### config.mk
export PLATFORM = sky130hd
export DESIGN_NAME = priority_command_list
export DESIGN_NICKNAME = d
export VERILOG_FILES = /design/src/pcl_pkg.sv /design/src/priority_command_list.sv
export SDC_FILE = /design/constraint.sdc
export NUM_CORES = 1
export LEC_CHECK = 0
export BUFFER_PORTS_ARGS = -buffer_cell sky130_fd_sc_hd__buf_2
export CAP_MARGIN = 10
export CORE_MARGIN = 5
export CORE_UTILIZATION = 30
export DETAILED_ROUTE_END_ITERATION = 8
export PLACE_DENSITY_LB_ADDON = 0.15
export SLEW_MARGIN = 30
export SYNTH_ARGS = -nofsm -noshare
export SYNTH_HDL_FRONTEND = slang
export SYNTH_SLANG_ARGS = --single-unit
### constraint.sdc
create_clock -name clk -period 6.2 [get_ports clk]
set_clock_uncertainty 0.2 [all_clocks]
set_input_delay 0.31 -clock clk [delete_from_list [all_inputs] [get_ports clk]]
set_output_delay 0.31 -clock clk [all_outputs]
set_load 0.005 [all_outputs]
### src/pcl_pkg.sv
// ----------------------------------------------------------------------------
// pcl_pkg
// shared types, codes and compare function for the priority command list
// ----------------------------------------------------------------------------
`default_nettype none

package pcl_pkg;

    localparam int DEPTH_DEF = 16;

    localparam int ID_W    = 16;
    localparam int PRIO_W  = 8;
    localparam int DATA_W  = 32;
    localparam int TDATA_W = ID_W + PRIO_W + DATA_W;
    localparam int REQ_W   = 3;
    localparam int STAT_W  = 2;
    localparam int OUSER_W = STAT_W + 1;

    localparam logic [REQ_W-1:0] REQ_INSERT  = 3'd0;
    localparam logic [REQ_W-1:0] REQ_DELETE  = 3'd1;
    localparam logic [REQ_W-1:0] REQ_MODIFY  = 3'd2;
    localparam logic [REQ_W-1:0] REQ_SORT    = 3'd3;
    localparam logic [REQ_W-1:0] REQ_REVERSE = 3'd4;
    localparam logic [REQ_W-1:0] REQ_EXECUTE = 3'd5;
    localparam logic [REQ_W-1:0] REQ_READ    = 3'd6;

    localparam logic [STAT_W-1:0] STAT_OK       = 2'd0;
    localparam logic [STAT_W-1:0] STAT_NOTFOUND = 2'd1;
    localparam logic [STAT_W-1:0] STAT_FULL     = 2'd2;

    typedef struct packed {
        logic [ID_W-1:0]   id;
        logic [PRIO_W-1:0] prio;
        logic [DATA_W-1:0] data;
    } entry_t;

    typedef enum logic [3:0] {
        ST_IDLE,
        ST_FIND_RD,
        ST_FIND_CHK,
        ST_DEL_RD,
        ST_DEL_WR,
        ST_SORT_KEY_RD,
        ST_SORT_KEY_LD,
        ST_SORT_CMP,
        ST_SORT_PUT,
        ST_REV_RD_A,
        ST_REV_RD_B,
        ST_REV_WR_A,
        ST_REV_WR_B,
        ST_LIST_RD,
        ST_LIST_OUT,
        ST_RESP
    } state_t;

    // higher priority first, then lower signed data
    function automatic logic goes_before(input entry_t a, input entry_t b);
        logic r;
        if (a.prio != b.prio)
        begin
            r = (a.prio > b.prio);
        end
        else
        begin
            r = ($signed(a.data) < $signed(b.data));
        end
        return r;
    endfunction

endpackage

`default_nettype wire

### src/priority_command_list.sv
// ----------------------------------------------------------------------------
// priority_command_list
// ordered list of up to DEPTH commands with insert, delete, modify, stable
// sort, reverse, read and execute, held in a simple dual-port memory
// ----------------------------------------------------------------------------
// One request is taken at a time; s_tready is low until its last result is
// in the output register. All list work goes through one memory read port,
// one write port and one comparator, so the time per request follows the
// number of memory accesses: insert needs no scan, delete and modify take
// longer with each entry scanned, delete also with each entry shifted,
// reverse with each swapped pair, read and execute with each entry listed
// (and longer still if m_tready stalls), and sort with each entry, each
// comparison and each entry that moves to the head.
`default_nettype none

module priority_command_list #(
    parameter int DEPTH = pcl_pkg::DEPTH_DEF
) (
    input  wire logic                        clk,
    input  wire logic                        rst_n,
    input  wire logic                        s_tvalid,
    output logic                             s_tready,
    // target_id [15:0], cmd_priority [23:16], cmd_data [55:24]
    input  wire logic [pcl_pkg::TDATA_W-1:0] s_tdata,
    // req_type [2:0]
    input  wire logic [pcl_pkg::REQ_W-1:0]   s_tuser,
    output logic                             m_tvalid,
    input  wire logic                        m_tready,
    // out_id [15:0], out_priority [23:16], out_data [55:24]
    output logic [pcl_pkg::TDATA_W-1:0]      m_tdata,
    // status [1:0], entry_valid [2]
    output logic [pcl_pkg::OUSER_W-1:0]      m_tuser,
    output logic                             m_tlast
);

    localparam int AW = $clog2(DEPTH);
    localparam int CW = $clog2(DEPTH + 1);
    localparam int XW = CW + 1;

    localparam int ID_W   = pcl_pkg::ID_W;
    localparam int PRIO_W = pcl_pkg::PRIO_W;
    localparam int DATA_W = pcl_pkg::DATA_W;

    pcl_pkg::state_t state_reg, state_next;

    logic [pcl_pkg::REQ_W-1:0]  req_reg, req_next;
    logic [ID_W-1:0]            tid_reg, tid_next;
    logic [DATA_W-1:0]          cdata_reg, cdata_next;
    logic [CW-1:0]              count_reg, count_next;
    logic [ID_W-1:0]            next_id_reg, next_id_next;
    logic [AW-1:0]              i_reg, i_next;
    logic [AW-1:0]              j_reg, j_next;
    pcl_pkg::entry_t            key_reg, key_next;
    pcl_pkg::entry_t            hold_reg, hold_next;
    logic [pcl_pkg::STAT_W-1:0] res_status_reg, res_status_next;
    logic [ID_W-1:0]            res_id_reg, res_id_next;

    logic                       m_valid_reg, m_valid_next;
    logic [pcl_pkg::STAT_W-1:0] o_status_reg, o_status_next;
    logic                       o_evalid_reg, o_evalid_next;
    logic [ID_W-1:0]            o_id_reg, o_id_next;
    logic [PRIO_W-1:0]          o_prio_reg, o_prio_next;
    logic [DATA_W-1:0]          o_data_reg, o_data_next;
    logic                       o_last_reg, o_last_next;

    pcl_pkg::entry_t mem [DEPTH];
    pcl_pkg::entry_t rd_data_reg;
    pcl_pkg::entry_t wr_data;
    logic [AW-1:0]   rd_addr;
    logic [AW-1:0]   wr_addr;
    logic            wr_en;

    logic            s_accept;
    logic            out_free;
    logic            out_load;
    logic            list_full;
    logic            id_hit;
    logic            key_first;
    logic [XW-1:0]   i_inc1;
    logic [XW-1:0]   i_inc2;
    logic [XW-1:0]   cnt_x;
    logic [XW-1:0]   j_x;

    assign s_tready  = (state_reg == pcl_pkg::ST_IDLE);
    assign s_accept  = s_tvalid && s_tready;
    assign out_free  = !m_valid_reg || m_tready;
    assign list_full = (count_reg == CW'(DEPTH));
    assign id_hit    = (rd_data_reg.id == tid_reg);
    assign key_first = pcl_pkg::goes_before(key_reg, rd_data_reg);
    assign i_inc1    = XW'(i_reg) + XW'(1);
    assign i_inc2    = XW'(i_reg) + XW'(2);
    assign cnt_x     = XW'(count_reg);
    assign j_x       = XW'(j_reg);

    // next state
    always_comb
    begin
        state_next = state_reg;
        case (state_reg)
            pcl_pkg::ST_IDLE:
            begin
                if (s_accept)
                begin
                    case (s_tuser)
                        pcl_pkg::REQ_DELETE,
                        pcl_pkg::REQ_MODIFY:
                        begin
                            state_next = (count_reg == '0) ? pcl_pkg::ST_RESP
                                                           : pcl_pkg::ST_FIND_RD;
                        end
                        pcl_pkg::REQ_SORT:
                        begin
                            state_next = (count_reg < CW'(2)) ? pcl_pkg::ST_RESP
                                                              : pcl_pkg::ST_SORT_KEY_RD;
                        end
                        pcl_pkg::REQ_REVERSE:
                        begin
                            state_next = (count_reg < CW'(2)) ? pcl_pkg::ST_RESP
                                                              : pcl_pkg::ST_REV_RD_A;
                        end
                        pcl_pkg::REQ_EXECUTE,
                        pcl_pkg::REQ_READ:
                        begin
                            state_next = (count_reg == '0) ? pcl_pkg::ST_RESP
                                                           : pcl_pkg::ST_LIST_RD;
                        end
                        default:
                        begin
                            state_next = pcl_pkg::ST_RESP;
                        end
                    endcase
                end
            end
            pcl_pkg::ST_FIND_RD:
            begin
                state_next = pcl_pkg::ST_FIND_CHK;
            end
            pcl_pkg::ST_FIND_CHK:
            begin
                if (id_hit)
                begin
                    if (req_reg == pcl_pkg::REQ_DELETE && i_inc1 < cnt_x)
                    begin
                        state_next = pcl_pkg::ST_DEL_RD;
                    end
                    else
                    begin
                        state_next = pcl_pkg::ST_RESP;
                    end
                end
                else
                begin
                    state_next = (i_inc1 == cnt_x) ? pcl_pkg::ST_RESP
                                                   : pcl_pkg::ST_FIND_RD;
                end
            end
            pcl_pkg::ST_DEL_RD:
            begin
                state_next = pcl_pkg::ST_DEL_WR;
            end
            pcl_pkg::ST_DEL_WR:
            begin
                state_next = (i_inc2 < cnt_x) ? pcl_pkg::ST_DEL_RD : pcl_pkg::ST_RESP;
            end
            pcl_pkg::ST_SORT_KEY_RD:
            begin
                state_next = pcl_pkg::ST_SORT_KEY_LD;
            end
            pcl_pkg::ST_SORT_KEY_LD:
            begin
                state_next = pcl_pkg::ST_SORT_CMP;
            end
            pcl_pkg::ST_SORT_CMP:
            begin
                if (key_first)
                begin
                    if (j_reg == AW'(1))
                    begin
                        state_next = pcl_pkg::ST_SORT_PUT;
                    end
                end
                else
                begin
                    state_next = (i_inc1 < cnt_x) ? pcl_pkg::ST_SORT_KEY_RD
                                                  : pcl_pkg::ST_RESP;
                end
            end
            pcl_pkg::ST_SORT_PUT:
            begin
                state_next = (i_inc1 < cnt_x) ? pcl_pkg::ST_SORT_KEY_RD : pcl_pkg::ST_RESP;
            end
            pcl_pkg::ST_REV_RD_A:
            begin
                state_next = pcl_pkg::ST_REV_RD_B;
            end
            pcl_pkg::ST_REV_RD_B:
            begin
                state_next = pcl_pkg::ST_REV_WR_A;
            end
            pcl_pkg::ST_REV_WR_A:
            begin
                state_next = pcl_pkg::ST_REV_WR_B;
            end
            pcl_pkg::ST_REV_WR_B:
            begin
                state_next = (i_inc2 < j_x) ? pcl_pkg::ST_REV_RD_A : pcl_pkg::ST_RESP;
            end
            pcl_pkg::ST_LIST_RD:
            begin
                state_next = pcl_pkg::ST_LIST_OUT;
            end
            pcl_pkg::ST_LIST_OUT:
            begin
                if (out_free)
                begin
                    state_next = (i_inc1 == cnt_x) ? pcl_pkg::ST_IDLE
                                                   : pcl_pkg::ST_LIST_RD;
                end
            end
            pcl_pkg::ST_RESP:
            begin
                if (out_free)
                begin
                    state_next = pcl_pkg::ST_IDLE;
                end
            end
            default:
            begin
                state_next = pcl_pkg::ST_IDLE;
            end
        endcase
    end

    // datapath and memory control
    always_comb
    begin
        req_next        = req_reg;
        tid_next        = tid_reg;
        cdata_next      = cdata_reg;
        count_next      = count_reg;
        next_id_next    = next_id_reg;
        i_next          = i_reg;
        j_next          = j_reg;
        key_next        = key_reg;
        hold_next       = hold_reg;
        res_status_next = res_status_reg;
        res_id_next     = res_id_reg;
        rd_addr         = i_reg;
        wr_en           = 1'b0;
        wr_addr         = i_reg;
        wr_data         = rd_data_reg;
        out_load        = 1'b0;
        o_status_next   = pcl_pkg::STAT_OK;
        o_evalid_next   = 1'b0;
        o_id_next       = '0;
        o_prio_next     = '0;
        o_data_next     = '0;
        o_last_next     = 1'b1;

        case (state_reg)
            pcl_pkg::ST_IDLE:
            begin
                if (s_accept)
                begin
                    req_next        = s_tuser;
                    tid_next        = s_tdata[ID_W-1:0];
                    cdata_next      = s_tdata[pcl_pkg::TDATA_W-1:ID_W+PRIO_W];
                    i_next          = '0;
                    res_status_next = pcl_pkg::STAT_OK;
                    res_id_next     = '0;
                    case (s_tuser)
                        pcl_pkg::REQ_INSERT:
                        begin
                            if (list_full)
                            begin
                                res_status_next = pcl_pkg::STAT_FULL;
                            end
                            else
                            begin
                                wr_en        = 1'b1;
                                wr_addr      = count_reg[AW-1:0];
                                wr_data.id   = next_id_reg;
                                wr_data.prio = s_tdata[ID_W+PRIO_W-1:ID_W];
                                wr_data.data = s_tdata[pcl_pkg::TDATA_W-1:ID_W+PRIO_W];
                                res_id_next  = next_id_reg;
                                count_next   = count_reg + CW'(1);
                                next_id_next = next_id_reg + ID_W'(1);
                            end
                        end
                        pcl_pkg::REQ_DELETE,
                        pcl_pkg::REQ_MODIFY:
                        begin
                            if (count_reg == '0)
                            begin
                                res_status_next = pcl_pkg::STAT_NOTFOUND;
                            end
                        end
                        pcl_pkg::REQ_SORT:
                        begin
                            i_next = AW'(1);
                        end
                        pcl_pkg::REQ_REVERSE:
                        begin
                            j_next = AW'(count_reg - CW'(1));
                        end
                        default:
                        begin
                            i_next = '0;
                        end
                    endcase
                end
            end
            pcl_pkg::ST_FIND_CHK:
            begin
                if (id_hit)
                begin
                    if (req_reg == pcl_pkg::REQ_MODIFY)
                    begin
                        wr_en        = 1'b1;
                        wr_data.data = cdata_reg;
                    end
                    else if (!(i_inc1 < cnt_x))
                    begin
                        count_next = count_reg - CW'(1);
                    end
                end
                else
                begin
                    i_next = AW'(i_inc1);
                    if (i_inc1 == cnt_x)
                    begin
                        res_status_next = pcl_pkg::STAT_NOTFOUND;
                    end
                end
            end
            pcl_pkg::ST_DEL_RD:
            begin
                rd_addr = AW'(i_inc1);
            end
            pcl_pkg::ST_DEL_WR:
            begin
                wr_en  = 1'b1;
                i_next = AW'(i_inc1);
                if (!(i_inc2 < cnt_x))
                begin
                    count_next = count_reg - CW'(1);
                end
            end
            pcl_pkg::ST_SORT_KEY_LD:
            begin
                key_next = rd_data_reg;
                j_next   = i_reg;
                rd_addr  = i_reg - AW'(1);
            end
            pcl_pkg::ST_SORT_CMP:
            begin
                wr_en   = 1'b1;
                wr_addr = j_reg;
                if (key_first)
                begin
                    j_next  = j_reg - AW'(1);
                    rd_addr = AW'(j_x - XW'(2));
                end
                else
                begin
                    wr_data = key_reg;
                    i_next  = AW'(i_inc1);
                end
            end
            pcl_pkg::ST_SORT_PUT:
            begin
                wr_en   = 1'b1;
                wr_addr = j_reg;
                wr_data = key_reg;
                i_next  = AW'(i_inc1);
            end
            pcl_pkg::ST_REV_RD_B:
            begin
                hold_next = rd_data_reg;
                rd_addr   = j_reg;
            end
            pcl_pkg::ST_REV_WR_A:
            begin
                wr_en = 1'b1;
            end
            pcl_pkg::ST_REV_WR_B:
            begin
                wr_en   = 1'b1;
                wr_addr = j_reg;
                wr_data = hold_reg;
                i_next  = AW'(i_inc1);
                j_next  = j_reg - AW'(1);
            end
            pcl_pkg::ST_LIST_OUT:
            begin
                if (out_free)
                begin
                    out_load      = 1'b1;
                    o_evalid_next = 1'b1;
                    o_id_next     = rd_data_reg.id;
                    o_prio_next   = rd_data_reg.prio;
                    o_data_next   = rd_data_reg.data;
                    o_last_next   = (i_inc1 == cnt_x);
                    if (i_inc1 == cnt_x)
                    begin
                        if (req_reg == pcl_pkg::REQ_EXECUTE)
                        begin
                            count_next = '0;
                        end
                    end
                    else
                    begin
                        i_next = AW'(i_inc1);
                    end
                end
            end
            pcl_pkg::ST_RESP:
            begin
                if (out_free)
                begin
                    out_load      = 1'b1;
                    o_status_next = res_status_reg;
                    o_id_next     = res_id_reg;
                end
            end
            default:
            begin
                rd_addr = i_reg;
            end
        endcase

        if (out_load)
        begin
            m_valid_next = 1'b1;
        end
        else if (m_tready)
        begin
            m_valid_next = 1'b0;
        end
        else
        begin
            m_valid_next = m_valid_reg;
        end
    end

    // list storage
    always_ff @(posedge clk)
    begin
        if (wr_en)
        begin
            mem[wr_addr] <= wr_data;
        end
        rd_data_reg <= mem[rd_addr];
    end

    always_ff @(posedge clk or negedge rst_n)
    begin
        if (!rst_n)
        begin
            state_reg   <= pcl_pkg::ST_IDLE;
            count_reg   <= '0;
            next_id_reg <= '0;
            m_valid_reg <= 1'b0;
        end
        else
        begin
            state_reg   <= state_next;
            count_reg   <= count_next;
            next_id_reg <= next_id_next;
            m_valid_reg <= m_valid_next;
        end
    end

    always_ff @(posedge clk)
    begin
        req_reg        <= req_next;
        tid_reg        <= tid_next;
        cdata_reg      <= cdata_next;
        i_reg          <= i_next;
        j_reg          <= j_next;
        key_reg        <= key_next;
        hold_reg       <= hold_next;
        res_status_reg <= res_status_next;
        res_id_reg     <= res_id_next;
        if (out_load)
        begin
            o_status_reg <= o_status_next;
            o_evalid_reg <= o_evalid_next;
            o_id_reg     <= o_id_next;
            o_prio_reg   <= o_prio_next;
            o_data_reg   <= o_data_next;
            o_last_reg   <= o_last_next;
        end
    end

    assign m_tvalid = m_valid_reg;
    assign m_tdata  = {o_data_reg, o_prio_reg, o_id_reg};
    assign m_tuser  = {o_evalid_reg, o_status_reg};
    assign m_tlast  = o_last_reg;

endmodule

`default_nettype wire

Word-level counts from Yosys, hierarchy flattened
Memories as Yosys holds them, arrays and structs flattened. A register that Yosys moved wholly into a read port is not among the register bits.
Index checks and enable logic that the tools add are counted.
- flip-flop bits (word level): 275
- latch bits: 0
- bits in writable memories: 896
- ROM bits: 0
- input bits: 63
- memories kept: 1
- memory list (name ; words ; width ; rd ports ; clocked after Yosys merged registers in ; wr ports ; line ; RTL):
    mem ; 16 ; 56 ; 1 ; 1 ; 1 ; priority_command_list.sv:66 ; pcl_pkg::entry_t mem [DEPTH];
- add/subtract/negate cells: 8
- multipliers: 0
- divide/modulo/power cells: 0
- magnitude comparators: 6
- eq/ne operators: 47
- shifts and indexed selects: 0
- muxes and demuxes: 77
- bitwise operators: 2
- reduce and logical (&&, ||, !) cells: 28
- operators with widths (kind ; count):
    $mux W56 ; 4
    $pmux W32 S5 ; 1
    $mux W4 ; 25
    $pmux W24 S4 ; 1
    $mux W32 ; 2
    $pmux W4 S16 ; 1
    $mux W5 ; 10
    $pmux W4 S4 ; 3
    $eq A4 B4 Y1 const B ; 8
    $lt A32 B32 Y1 ; 1
    $mux W16 ; 2
    $pmux W16 S2 ; 1
    $ne A2 B2 Y1 const B ; 14
    $pmux W4 S5 ; 1
    $pmux W5 S4 ; 1
    $add A16 B1 Y16 const B ; 1
    $eq A16 B16 Y1 ; 1
    $eq A4 B3 Y1 const B ; 4
    $reduce_and A4 Y1 ; 4
    $mux W1 ; 14
    $eq A3 B3 Y1 const B ; 4
    $reduce_and A11 Y1 ; 1
    $lt A5 B5 Y1 ; 2
    $mux W2 ; 5
    37 further kinds ; 57

Logic depth before layout (Yosys ltp)
- depth after elaboration: 7
- depth in mapped cells: 14

Least setup slack after synthesis
No wires, ideal clock.
- kind: register -> register
- from: register state_reg[3]
- to: register rd_data_reg[25] (netlist name)
- setup time: 157 ps
- data arrival time: 6199 ps
- setup slack: -357 ps
- cell stages (with the launch flop): 13
- path through: dfrtp_1 > clkbuf_1 > inv_1 > nor3_1 > a21oi_1 > o21ai_0 > a41o_1 > a221oi_4 > a2111oi_2 > buf_2 > buf_2 > a32o_1 > a311oi_2
- longest elaborated chain between the ends: 2
- elaborated cells on any way between the ends: 5
- classes of those cells: eq/ne (4); mux (1)
- ends and longest elaborated chain (what ; line ; RTL):
    start: declaration ; priority_command_list.sv:44 ; pcl_pkg::state_t state_reg, state_next;
    start signal: assignment ; priority_command_list.sv:460 ; state_reg <= pcl_pkg::ST_IDLE;
    start signal: assignment ; priority_command_list.sv:467 ; state_reg <= state_next;
    $eq A4 B4 Y1, or another cell as far along ; priority_command_list.sv:260 ; case (state_reg)
    $pmux W4 S4 (*) ; priority_command_list.sv:260 ;
Every way passes the cells marked *; elsewhere a longest branch is shown, timed or not.
A chain may end at the register's enable or synchronous reset.

Final worst setup path
- from: register rd_data_reg[32] (netlist name)
- to: register rd_data_reg[15] (netlist name)
- longest elaborated chain between the ends: 4
- elaborated cells on any way between the ends: 5
- classes of those cells: order compare (1); eq/ne (1); mux (3)
- ends and longest elaborated chain (what ; line ; RTL):
    $gt A8 B8 Y1 / $ne A8 B8 Y1 (equally long branches) ; pcl_pkg.sv:61, pcl_pkg.sv:59 ;
    $mux W1 (*) ; pcl_pkg.sv:59 ; if (a.prio != b.prio)
    $mux W4 (*) ; priority_command_list.sv:359 ; if (key_first)
    $pmux W4 S4 (*) ; priority_command_list.sv:260 ;
Marks and branches as above.

==> impl_metrics.json <==
{
  "timing.final.crit_share_pct": 87.7,
  "critPathLaunchType": "register",
  "dieArea_mm2": 0.172,
  "syn-num-nets": 3134,
  "io_pins": 125,
  "wl_mm": 154,
  "cts_buffer_depth": 3,
  "hold_depth": 2,
  "finish.utilization_pct": 35.9,
  "initial_core_util_pct": 30.2,
  "syn_inst": 3007,
  "reg2reg_depth": 12,
  "switchingPower_mw": 14.5,
  "crit_type": "register to register",
  "track_usage_pct": 17.6,
  "setup_tns_ps": 0,
  "async_flop_share_pct": 2.12,
  "core_mm2": 0.163,
  "viasPerCell": 5.12,
  "io_buffers": 124,
  "drive_gt1_share_pct": 20.2,
  "layout_commonest_cell": "edfxtp_1",
  "synth_edf_count": 1145,
  "slew_violations": 0,
  "status": "finished clean",
  "ir_drop_mv": 0.699,
  "cts_sinks": 1227,
  "swShare_pct": 38.9,
  "synth.distinct_cells": 79,
  "power_frac_comb_pct": 43.0,
  "postRouteAntennaNets": 0,
  "cts-root-buf": "clkbuf_16",
  "grt_pass1_vias": 28700,
  "tightest_slew_ps": 905,
  "worst_ep_arrival_time_ps": 5840,
  "final_cell_mix": "1145 x edfxtp_1, 423 x nand2_1, 142 x clkbuf_16, 124 x buf_2",
  "dpl.hpwl_mm": 88.9,
  "power_frac_clock_pct": 20.9,
  "regMostFlops": "mem",
  "num_vias": 28500,
  "cts_tree": "built",
  "path_clk_slew_ps": 60,
  "hold_viol_final": 0,
  "grt_max_degree": 81,
  "fp.dieH_um": 415,
  "drc": 0,
  "dp_cells": 5247,
  "grt_overflow": 0,
  "cts-resized-gates": 0,
  "drv_cap": 0,
  "cts_htree_levels": 4,
  "gp_congestion": 0.811,
  "setup_viol": 0,
  "cp.required_ps": 6610,
  "path_max_fanout": 23,
  "nets": 3398,
  "rows": 148,
  "stdcell_count": 5556,
  "power_density_mw_per_mm2": 639,
  "die_w_um": 415,
  "ys.flop_type": "edfxtp_1",
  "grt_pass1_wl_mm": 220,
  "rsz0062_at_grt": "false",
  "max_freq_mhz": 184,
  "p_int_mw": 22.8,
  "crit_path_end_kind": "register",
  "synth_area_mm2": 0.0493,
  "min_path_type": "input port to register",
  "cts_buffers": 136,
  "n_antenna_cell": 0,
  "fin_crit_ps": 5430,
  "antenna_found_initial": 2,
  "ys.warnings.count": 0,
  "drtIter0Drc": 2575,
  "pwr-share-seq_pct": 36.1,
  "ys_seq_area_share_pct": 73.4,
  "ys_seq_elements": 1227,
  "drt_pre_antenna_iters": 6,
  "maxSlewHeadroom_pct": 39.2,
  "syn_avg_cell_area_um2": 16.4,
  "area_growth_pct": 18.7,
  "clkLatencyLatePin_ps": 770,
  "largest_register_ffs": 896,
  "routedWlPerCell_um": 27.7,
  "leakagePower_nw": 19.5
}
-- final timing paths --
check / endpoint / startpoint / slack [ps]
setup / recovery: rd_data_reg[15] / rd_data_reg[32] / 770
setup reg to reg: rd_data_reg[15] / rd_data_reg[32] / 770
min in group asynchronous: state_reg[3] / rst_n / 400
hold / removal: cdata_reg[17] / s_tdata[41] / 80
hold reg to reg: hold_reg[20] / rd_data_reg[20] / 280
max in group asynchronous: next_id_reg[10] / rst_n / 5230
-- per-layer routing --
metal | routed length, um | global-route usage (%)
met1 | 71700 | 25.1
met2 | 72400 | 28.2
met3 | 7080 | 2.83
met4 | 2750 | 4.08
met5 | 0 | 0
-- metrics by stage --
stage | setup slack (ps) | cell area [um^2] | hold WS (ps) | power, mW
floorplan | 756 | 49300 | -186 | 23.4
finish | 766 | 58500 | 79.9 | 37.3
global route | 702 | 58500 | 50.4 | 39.3
detailed placement | 737 | 53600 | 182 | 29.8
global placement | 686 | 53500 | 193 | 29.7
CTS | 736 | 58400 | 2.77 | 37.7
-- critical path: stages (launching register included) --
cell and delay (ps):
dfxtp_1 520, ha_1 340, nand2b_1 190, a221o_1 390, a221oi_2 650, and3b_1 320
a21oi_4 540, a221oi_4 120, buf_4 270, and2b_4 660, buf_12 290, a22oi_1 110
a311oi_1 580
-- cells by family after synthesis --
group,count (synthesis),share of synthesized area [%]
xor gates and xnor gates,42,0.747
adders and majority gates,64,1.63
DFF,1227,73.4
buffers and inverters,236,2.04
muxes,282,7.44
and+or+nand+nor,660,5.81
AOI/OAI and AO/OA,496,8.92
-- cell type report --
| cell class | count | area, um^2 |
|---|---|---|
| Timing Repair Buffer | 297 | 2680 |
| Tap cell | 2175 | 2720 |
| Clock buffer | 185 | 3760 |
| Inverter | 65 | 246 |
| Sequential cell | 1227 | 36200 |
| Clock inverter | 63 | 510 |
| Fill cell | 15500 | 104000 |
| Multi-Input combinational cell | 1544 | 12400 |
-- power by group through the flow --
stage	Clock (mW)	Sequential, mW	Combinational [mW]
after global placement	0	13.6	16.1
after detailed placement	0	13.7	16.1
after floorplan	0	13.3	10.1
after CTS	8.00	13.5	16.2
after global routing	8.37	13.6	17.3
final	7.80	13.5	16.0
-- cells in the mapped netlist, types with 56 or more instances --
master    number  area share [%]
mux4_2        56             2.6
nor2_1        64            0.49
clkbuf_1     108            0.82
inv_1         65            0.50
nand2_1      424             3.2
mux2i_1      113             2.3
dfxtp_1       56             2.3
a22oi_1       74             1.1
ha_1          64             1.6
a32o_1       112             2.3
edfxtp_1    1145              70
mux2_2       113             2.6
-- what timing repair did --
item | in CTS | in global routing
setup buffers | 0 | 0
hold buffers | 60 | 0
hold endpoints to repair | 87 | 0
Note: power is estimated with default switching activity, not from simulation.
